File: src/rtl/ycck_pkg.sv
// ----------------------------------------------------------------------------
// ycck_pkg
// shared types and constants for the 4:2:2 color key replace block
// ----------------------------------------------------------------------------
`timescale 1ns / 1ps
`default_nettype none

package ycck_pkg;

    localparam int DEF_COEF_FRAC_BITS = 10;
    localparam int NUM_LANES          = 2;
    localparam int LANE_DEPTH         = 4;
    localparam int PIX_W              = 8;
    localparam int WORD_W             = 16;
    localparam int REG_IDX_W          = 3;

    typedef enum logic [REG_IDX_W-1:0] {
        REG_RED_LOWER   = 3'd0,
        REG_RED_UPPER   = 3'd1,
        REG_GREEN_LOWER = 3'd2,
        REG_GREEN_UPPER = 3'd3,
        REG_BLUE_LOWER  = 3'd4,
        REG_FILL_RED    = 3'd5,
        REG_FILL_GREEN  = 3'd6,
        REG_FILL_BLUE   = 3'd7
    } reg_idx_t;

    typedef struct packed {
        logic [PIX_W-1:0] red_lower;
        logic [PIX_W-1:0] red_upper;
        logic [PIX_W-1:0] green_lower;
        logic [PIX_W-1:0] green_upper;
        logic [PIX_W-1:0] blue_lower;
        logic [PIX_W-1:0] fill_red;
        logic [PIX_W-1:0] fill_green;
        logic [PIX_W-1:0] fill_blue;
    } cfg_t;

    typedef struct packed {
        logic [PIX_W-1:0] luma;
        logic [PIX_W-1:0] cb;
        logic [PIX_W-1:0] cr;
        logic             hit;
    } lane_res_t;

endpackage

`default_nettype wire

File: src/rtl/ycck_lane.sv
// ----------------------------------------------------------------------------
// ycck_lane
// one pixel: ycbcr to rgb, key window test and fill, rgb back to ycbcr
// ----------------------------------------------------------------------------
`timescale 1ns / 1ps
`default_nettype none

module ycck_lane
    import ycck_pkg::*;
#(
    parameter int COEF_FRAC_BITS = DEF_COEF_FRAC_BITS
) (
    input  wire logic             aclk,
    input  wire logic             en,
    input  wire cfg_t             cfg,
    input  wire logic [PIX_W-1:0] luma_in,
    input  wire logic [PIX_W-1:0] cb_in,
    input  wire logic [PIX_W-1:0] cr_in,
    output lane_res_t             res
);

    localparam int ACC_W = COEF_FRAC_BITS + 12;

    localparam logic signed [ACC_W-1:0] K_Y   = ACC_W'((1164 << COEF_FRAC_BITS) / 1000);
    localparam logic signed [ACC_W-1:0] K_RV  = ACC_W'((1596 << COEF_FRAC_BITS) / 1000);
    localparam logic signed [ACC_W-1:0] K_GV  = ACC_W'((813 << COEF_FRAC_BITS) / 1000);
    localparam logic signed [ACC_W-1:0] K_GU  = ACC_W'((391 << COEF_FRAC_BITS) / 1000);
    localparam logic signed [ACC_W-1:0] K_BU  = ACC_W'((2018 << COEF_FRAC_BITS) / 1000);
    localparam logic signed [ACC_W-1:0] K_YR  = ACC_W'((257 << COEF_FRAC_BITS) / 1000);
    localparam logic signed [ACC_W-1:0] K_YG  = ACC_W'((504 << COEF_FRAC_BITS) / 1000);
    localparam logic signed [ACC_W-1:0] K_YB  = ACC_W'((98 << COEF_FRAC_BITS) / 1000);
    localparam logic signed [ACC_W-1:0] K_BR  = ACC_W'((148 << COEF_FRAC_BITS) / 1000);
    localparam logic signed [ACC_W-1:0] K_BG  = ACC_W'((291 << COEF_FRAC_BITS) / 1000);
    localparam logic signed [ACC_W-1:0] K_439 = ACC_W'((439 << COEF_FRAC_BITS) / 1000);
    localparam logic signed [ACC_W-1:0] K_RG  = ACC_W'((368 << COEF_FRAC_BITS) / 1000);
    localparam logic signed [ACC_W-1:0] K_RB  = ACC_W'((71 << COEF_FRAC_BITS) / 1000);
    localparam logic signed [ACC_W-1:0] OFS_16  = ACC_W'(16 << COEF_FRAC_BITS);
    localparam logic signed [ACC_W-1:0] OFS_128 = ACC_W'(128 << COEF_FRAC_BITS);

    function automatic logic [PIX_W-1:0] sat8(input logic signed [ACC_W-1:0] acc);
        logic [ACC_W-1:0] sh;
        sh = ACC_W'(acc >>> COEF_FRAC_BITS);
        if (acc < 0) begin
            return '0;
        end else if (sh > ACC_W'(255)) begin
            return 8'hff;
        end else begin
            return sh[PIX_W-1:0];
        end
    endfunction

    // stage 1: forward products
    logic signed [8:0]       yy, uu, vv;
    logic signed [ACC_W-1:0] e_y, e_u, e_v;
    logic signed [ACC_W-1:0] p_y_reg, p_rv_reg, p_gv_reg, p_gu_reg, p_bu_reg;

    // stage 2: rgb
    logic [PIX_W-1:0] r_reg, g_reg, b_reg;

    // stage 3: keyed rgb
    logic [PIX_W-1:0] kr_reg, kg_reg, kb_reg;
    logic             hit_next, hit3_reg;

    // stage 4: backward products
    logic signed [ACC_W-1:0] e_r, e_g, e_b;
    logic signed [ACC_W-1:0] q_yr_reg, q_yg_reg, q_yb_reg;
    logic signed [ACC_W-1:0] q_br_reg, q_bg_reg, q_bb_reg;
    logic signed [ACC_W-1:0] q_rr_reg, q_rg_reg, q_rb_reg;
    logic                    hit4_reg;

    always_comb begin
        yy  = $signed({1'b0, luma_in}) - 9'sd16;
        uu  = $signed({1'b0, cb_in}) - 9'sd128;
        vv  = $signed({1'b0, cr_in}) - 9'sd128;
        e_y = ACC_W'(yy);
        e_u = ACC_W'(uu);
        e_v = ACC_W'(vv);
    end

    always_ff @(posedge aclk) begin
        if (en) begin
            p_y_reg  <= K_Y * e_y;
            p_rv_reg <= K_RV * e_v;
            p_gv_reg <= K_GV * e_v;
            p_gu_reg <= K_GU * e_u;
            p_bu_reg <= K_BU * e_u;
        end
    end

    always_ff @(posedge aclk) begin
        if (en) begin
            r_reg <= sat8(p_y_reg + p_rv_reg);
            g_reg <= sat8(p_y_reg - p_gv_reg - p_gu_reg);
            b_reg <= sat8(p_y_reg + p_bu_reg);
        end
    end

    assign hit_next = (r_reg > cfg.red_lower) && (r_reg < cfg.red_upper) &&
                      (g_reg > cfg.green_lower) && (g_reg < cfg.green_upper) &&
                      (b_reg > cfg.blue_lower);

    always_ff @(posedge aclk) begin
        if (en) begin
            hit3_reg <= hit_next;
            kr_reg   <= hit_next ? cfg.fill_red   : r_reg;
            kg_reg   <= hit_next ? cfg.fill_green : g_reg;
            kb_reg   <= hit_next ? cfg.fill_blue  : b_reg;
        end
    end

    always_comb begin
        e_r = $signed(ACC_W'(kr_reg));
        e_g = $signed(ACC_W'(kg_reg));
        e_b = $signed(ACC_W'(kb_reg));
    end

    always_ff @(posedge aclk) begin
        if (en) begin
            hit4_reg <= hit3_reg;
            q_yr_reg <= K_YR * e_r;
            q_yg_reg <= K_YG * e_g;
            q_yb_reg <= K_YB * e_b;
            q_br_reg <= K_BR * e_r;
            q_bg_reg <= K_BG * e_g;
            q_bb_reg <= K_439 * e_b;
            q_rr_reg <= K_439 * e_r;
            q_rg_reg <= K_RG * e_g;
            q_rb_reg <= K_RB * e_b;
        end
    end

    always_comb begin
        res.luma = sat8(OFS_16 + q_yr_reg + q_yg_reg + q_yb_reg);
        res.cb   = sat8(OFS_128 - q_br_reg - q_bg_reg + q_bb_reg);
        res.cr   = sat8(OFS_128 + q_rr_reg - q_rg_reg - q_rb_reg);
        res.hit  = hit4_reg;
    end

endmodule

`default_nettype wire

File: src/rtl/ycck_merge.sv
// ----------------------------------------------------------------------------
// ycck_merge
// combines the two lanes into the output pair and holds it until taken
// ----------------------------------------------------------------------------
`timescale 1ns / 1ps
`default_nettype none

module ycck_merge
    import ycck_pkg::*;
(
    input  wire logic              aclk,
    input  wire logic              aresetn,
    input  wire logic              in_valid,
    input  wire lane_res_t         lane0,
    input  wire lane_res_t         lane1,
    output logic                   advance,
    output logic                   m_tvalid,
    input  wire logic              m_tready,
    output logic [2*WORD_W-1:0]    m_tdata,
    output logic [NUM_LANES-1:0]   m_tuser
);

    logic                 valid_reg;
    logic [2*WORD_W-1:0]  data_reg, data_next;
    logic [NUM_LANES-1:0] user_reg, user_next;

    assign advance = !valid_reg || m_tready;

    // cb from the first pixel, cr from the second
    assign data_next = {lane1.cr, lane1.luma, lane0.cb, lane0.luma};
    assign user_next = {lane1.hit, lane0.hit};

    always_ff @(posedge aclk) begin
        if (!aresetn) begin
            valid_reg <= 1'b0;
        end else if (advance) begin
            valid_reg <= in_valid;
        end
    end

    always_ff @(posedge aclk) begin
        if (advance) begin
            data_reg <= data_next;
            user_reg <= user_next;
        end
    end

    assign m_tvalid = valid_reg;
    assign m_tdata  = data_reg;
    assign m_tuser  = user_reg;

endmodule

`default_nettype wire

File: src/rtl/ycbcr422_color_key_replace.sv
// ----------------------------------------------------------------------------
// ycbcr422_color_key_replace
// bt.601 color key replacement on a 4:2:2 pixel pair, one lane per pixel
// ----------------------------------------------------------------------------
//  channel   direction  payload
//  s_*       in         tdata[15:0] first_word, tdata[31:16] second_word
//  m_*       out        tdata[15:0] first_word_out, tdata[31:16] second_word_out,
//                       tuser[0] first_replaced, tuser[1] second_replaced
//  cfg_*     in         write of key window and fill color, index 0..7
//
//  one item per cycle while the output is not stalled, through four lane stages and
//  the output register
//  the whole pipeline moves together, so an output stall holds every stage and
//  drops s_tready in the same cycle
//  synchronous active-low reset clears item valids and loads register defaults
// ----------------------------------------------------------------------------
`timescale 1ns / 1ps
`default_nettype none

module ycbcr422_color_key_replace
    import ycck_pkg::*;
#(
    parameter int COEF_FRAC_BITS = DEF_COEF_FRAC_BITS
) (
    input  wire logic                 aclk,
    input  wire logic                 aresetn,
    input  wire logic                 s_tvalid,
    output logic                      s_tready,
    input  wire logic [2*WORD_W-1:0]  s_tdata,      // first_word, second_word
    output logic                      m_tvalid,
    input  wire logic                 m_tready,
    output logic [2*WORD_W-1:0]       m_tdata,      // first_word_out, second_word_out
    output logic [NUM_LANES-1:0]      m_tuser,      // first_replaced, second_replaced
    input  wire logic                 cfg_wr_en,
    input  wire logic [REG_IDX_W-1:0] cfg_addr,
    input  wire logic [PIX_W-1:0]     cfg_wr_data
);

    cfg_t                  cfg_reg;
    logic                  advance;
    logic [LANE_DEPTH-1:0] vld_reg;
    logic [PIX_W-1:0]      luma_in [NUM_LANES];
    logic [PIX_W-1:0]      cb_in, cr_in;
    lane_res_t             lane_res [NUM_LANES];

    always_ff @(posedge aclk) begin
        if (!aresetn) begin
            cfg_reg.red_lower   <= 8'd60;
            cfg_reg.red_upper   <= 8'd80;
            cfg_reg.green_lower <= 8'd160;
            cfg_reg.green_upper <= 8'd180;
            cfg_reg.blue_lower  <= 8'd240;
            cfg_reg.fill_red    <= 8'd255;
            cfg_reg.fill_green  <= 8'd255;
            cfg_reg.fill_blue   <= 8'd0;
        end else if (cfg_wr_en) begin
            unique case (reg_idx_t'(cfg_addr))
                REG_RED_LOWER:   cfg_reg.red_lower   <= cfg_wr_data;
                REG_RED_UPPER:   cfg_reg.red_upper   <= cfg_wr_data;
                REG_GREEN_LOWER: cfg_reg.green_lower <= cfg_wr_data;
                REG_GREEN_UPPER: cfg_reg.green_upper <= cfg_wr_data;
                REG_BLUE_LOWER:  cfg_reg.blue_lower  <= cfg_wr_data;
                REG_FILL_RED:    cfg_reg.fill_red    <= cfg_wr_data;
                REG_FILL_GREEN:  cfg_reg.fill_green  <= cfg_wr_data;
                REG_FILL_BLUE:   cfg_reg.fill_blue   <= cfg_wr_data;
                default:         cfg_reg             <= cfg_reg;
            endcase
        end
    end

    assign s_tready = advance;

    always_ff @(posedge aclk) begin
        if (!aresetn) begin
            vld_reg <= '0;
        end else if (advance) begin
            vld_reg <= {vld_reg[LANE_DEPTH-2:0], s_tvalid};
        end
    end

    assign luma_in[0] = s_tdata[PIX_W-1:0];
    assign cb_in      = s_tdata[WORD_W-1:PIX_W];
    assign luma_in[1] = s_tdata[WORD_W+PIX_W-1:WORD_W];
    assign cr_in      = s_tdata[2*WORD_W-1:WORD_W+PIX_W];

    for (genvar i = 0; i < NUM_LANES; i++) begin : g_lane
        ycck_lane #(
            .COEF_FRAC_BITS(COEF_FRAC_BITS)
        ) u_lane (
            .aclk    (aclk),
            .en      (advance),
            .cfg     (cfg_reg),
            .luma_in (luma_in[i]),
            .cb_in   (cb_in),
            .cr_in   (cr_in),
            .res     (lane_res[i])
        );
    end

    ycck_merge u_merge (
        .aclk     (aclk),
        .aresetn  (aresetn),
        .in_valid (vld_reg[LANE_DEPTH-1]),
        .lane0    (lane_res[0]),
        .lane1    (lane_res[1]),
        .advance  (advance),
        .m_tvalid (m_tvalid),
        .m_tready (m_tready),
        .m_tdata  (m_tdata),
        .m_tuser  (m_tuser)
    );

endmodule

`default_nettype wire

File: config.mk
export PLATFORM = sky130hd
export DESIGN_NAME = ycbcr422_color_key_replace
export DESIGN_NICKNAME = d
export VERILOG_FILES = /design/src/rtl/ycck_pkg.sv /design/src/rtl/ycck_lane.sv /design/src/rtl/ycck_merge.sv /design/src/rtl/ycbcr422_color_key_replace.sv
export SDC_FILE = /design/constraint.sdc
export NUM_CORES = 2
export LEC_CHECK = 0
export BUFFER_PORTS_ARGS = -buffer_cell sky130_fd_sc_hd__buf_4
export CAP_MARGIN = 20
export CORE_MARGIN = 1
export CORE_UTILIZATION = 60
export CTS_BUF_LIST = sky130_fd_sc_hd__clkbuf_2
export CTS_CLUSTER_SIZE = 20
export DETAILED_ROUTE_END_ITERATION = 8
export GPL_ROUTABILITY_DRIVEN = 0
export HOLD_SLACK_MARGIN = 0.05
export PLACE_DENSITY = 0.73
export SETUP_SLACK_MARGIN = 0.3
export SLEW_MARGIN = 20
export SYNTH_ARGS = -nofsm -noshare
export SYNTH_HDL_FRONTEND = slang
export SYNTH_HIERARCHICAL = 1
export SYNTH_SLANG_ARGS = --single-unit
File: constraint.sdc
create_clock -name aclk -period 7.85 [get_ports aclk]
set_input_delay 0.3925 -clock aclk [delete_from_list [all_inputs] [get_ports aclk]]
set_output_delay 0.3925 -clock aclk [all_outputs]
set_load 0.02 [all_outputs]
==> results.md <==
- Die Y-Extent: 281 um
- Worst Tran Pin Value: 1.08 ns
- MaxCap Viol Count: 0
- Met2 routed WL: 44,200 um
- Fmax: 191 MHz
- Mapped Area: 46,700 sq um
- DR WL/cell: 16.9 um
- Met3 WL: 3940 um
- Syn Nets: 5,493
- GR Overflow Total: 0
- H-tree depth: 4
- First-pass GRT wire length: 155,000 um
- Outcome: finished clean
- Final count of hold timing violations: 0
- Final nets: 5,799
- Startpoint Class: primary input
- Final worst path period need: 5.25 ns
- CP Capture Type: register
- Core outline area: 76,500 sq um
- Initial DRC Count: 1,452
- Rows: 101
- Drt pass-1 iters: 5
- R2R depth: 14
- Crit path required time: 8.86 ns
- # fillers: 5,982
- WS Path Type: primary input to register
- Share of cells above drive strength 1: 8.56%
- Slowest stage delay, CP: 0.61 ns
- Final Skew: 0.0631 ns
- RSZ-0062 raised after global routing: no
- Min-Delay Path Class: primary input to register
- Cell count after placement: 5,293
- FF/Latch Area: 15,400 sq um
- CTS Root Cell: clkbuf_2
- Total GRT Usage: 25.1%
- Launch point of the worst reg-to-reg path: g_lane[0].u_lane/kr_reg[5]$_DFFE_PP_
- Die X: 281 um
- Syn_area_per_cell: 11.1 sq um
- Residual DRC count: 0
- Longest Clk Path Bufs: 3
- CTS resizes: 0
- Clk Latency, worst-skew pair: 1.31 ns
- Post-Layout Cell Count: 5,648
- Critical-path maximum fanout: 5
- Detail Route Antenna Nets: 0
- # clock sinks: 536
- Full die area: 79,000 sq um
- Finish-stage setup viols: 0
- Ys Warns: 6
- Setup TNS: 0 ns
- DR top layer: met4
- Initial Utilization: 61.1%
- TritonCTS clock tree: built
- Largest net degree at the start of global routing: 183
- Antenna violations before repair: 1
- # IOs: 84
- CTS Buf Count: 146
- Post-Synthesis Cells: 4,205
- Max reg flops: 64
- Reg2reg setup slack: 3.15 ns
- Slowest-stage cell, CP: dlygate4sd3_1
- Critical Path Source: s_tdata[7]
- Cell Chain, Critical Path: dlygate4sd3_1 > buf_4 > or3b_2 > dlygate4sd3_1 > inv_1 > ha_1 > inv_1 > fa_1 > fa_1 > inv_1 > fa_1 > ha_1 > ha_1 > and2_1 > o21ai_0 > o31ai_1 > o41ai_1 > o21bai_1 > a21oi_1 > xnor2_1
- Synth-to-layout area growth: 8.91%
- Total wire length: 95,400 um
- Vias/cell: 5.42
- Vias in the first global route: 30,600
- Post-detail-place hpwl: 74,000 um
- Metal-1 WL: 44,700 um
- DR vias: 30,600
- Pins Over Slew Limit: 0
- Period utilization: 66.8%
- Reg-to-Reg End: g_lane[0].u_lane/q_br_reg[13]$_DFFE_PP_
- Worst Path Arrival: 6.26 ns
- Worst Setup EP: g_lane[0].u_lane/p_y_reg[18]$_DFFE_PP_
- Slew margin rel.: 28.0%
- Area of the multi-input gates: 28,200 sq um
- Port buffer count: 83
- Reg clk slew, reported paths: 0.10 ns
-- per-layer routing --
layer  GRT usage (%)  vias up
li1                -    15300
met1            33.8    14500
met3            3.62      160
met4            9.04        0
met2            41.2      622
met5               0        -
-- worst max-delay path: cells and delay by family --
family / cells / cell delay (ns)
and+or+nand+nor: 2 / 0.66
adders and majority gates: 6 / 2.36
xor gates and xnor gates: 1 / 0.09
AOI/OAI and AO/OA: 5 / 1.11
buffers and inverters: 6 / 1.65
-- layout make-up --
cell class | instances | area share, %
clock inverter | 51 | 0.622
timing repair buffer | 189 | 3.34
tap | 1030 | 2.53
clock buffer | 203 | 2.00
inverter | 789 | 5.82
sequential | 536 | 30.3
antenna | 1 | 0.00492
multi-input combinational | 2849 | 55.4
-- repair_timing --
action                                 CTS  global route
endpoints found under the hold margin  429             0
hold buffers                            99             0
setup buffers                            0             0
-- per-stage QoR --
| stage | area, sq um | utilization (%) | hold WS (ns) | setup slack [ns] |
|---|---|---|---|---|
| 2_1_floorplan | 46700 | - | 0.400 | 2.53 |
| 4_1_cts | 50900 | 66.6 | 0.0623 | 2.77 |
| 3_5_place_dp | 48600 | 63.5 | 0.405 | 2.00 |
| 3_3_place_gp | 48600 | 63.5 | 0.401 | 2.12 |
| 6_report | 50900 | 66.6 | 0.247 | 2.60 |
| 5_1_grt | 50900 | 66.6 | 0.182 | 2.42 |
-- layout by cell type (no fill, tap or decap), types with 25 or more instances in the layout --
| cell type | count |
|---|---|
| o21a_1 | 80 |
| o21ai_0 | 71 |
| nand3_1 | 51 |
| nor3_1 | 47 |
| nor2b_1 | 80 |
| edfxtp_1 | 467 |
| mux2i_1 | 78 |
| o21bai_1 | 65 |
| ha_1 | 999 |
| a21o_1 | 90 |
| and3_1 | 25 |
| fa_1 | 241 |
| buf_4 | 87 |
| nand2_1 | 110 |
| xor2_1 | 74 |
| clkinv_1 | 33 |
| clkbuf_2 | 203 |
| a21oi_1 | 202 |
| mux2_2 | 48 |
| dfxtp_1 | 69 |
| nor2_1 | 122 |
| xnor2_1 | 194 |
| nand2b_1 | 26 |
| inv_1 | 789 |
| dlygate4sd3_1 | 99 |
-- worst min path at each step --
| stage | slack [ns] | from | cells after the start | to |
|---|---|---|---|---|
| 4_1_cts | 0.06 | s_tdata[20] | 7 | g_lane[1].u_lane/p_y_reg[8]$_DFFE_PP_ |
| 6_report | 0.25 | s_tdata[20] | 7 | g_lane[1].u_lane/p_y_reg[8]$_DFFE_PP_ |
| 3_5_place_dp | 0.40 | g_lane[1].u_lane/hit3_reg$_DFFE_PP_ | 0 | g_lane[1].u_lane/hit4_reg$_DFFE_PP_ |
| 2_1_floorplan | 0.40 | g_lane[0].u_lane/hit3_reg$_DFFE_PP_ | 0 | g_lane[0].u_lane/hit4_reg$_DFFE_PP_ |
| 5_1_grt | 0.18 | s_tdata[28] | 4 | g_lane[1].u_lane/p_gv_reg[10]$_DFFE_PP_ |
| 3_3_place_gp | 0.40 | g_lane[0].u_lane/hit4_reg$_DFFE_PP_ | 0 | u_merge/m_tuser[0]$_DFFE_PP_ |
Power is left out: the tool's default activity adds up to more than one toggle a clock period on the data nets, which glitch-free logic cannot reach.
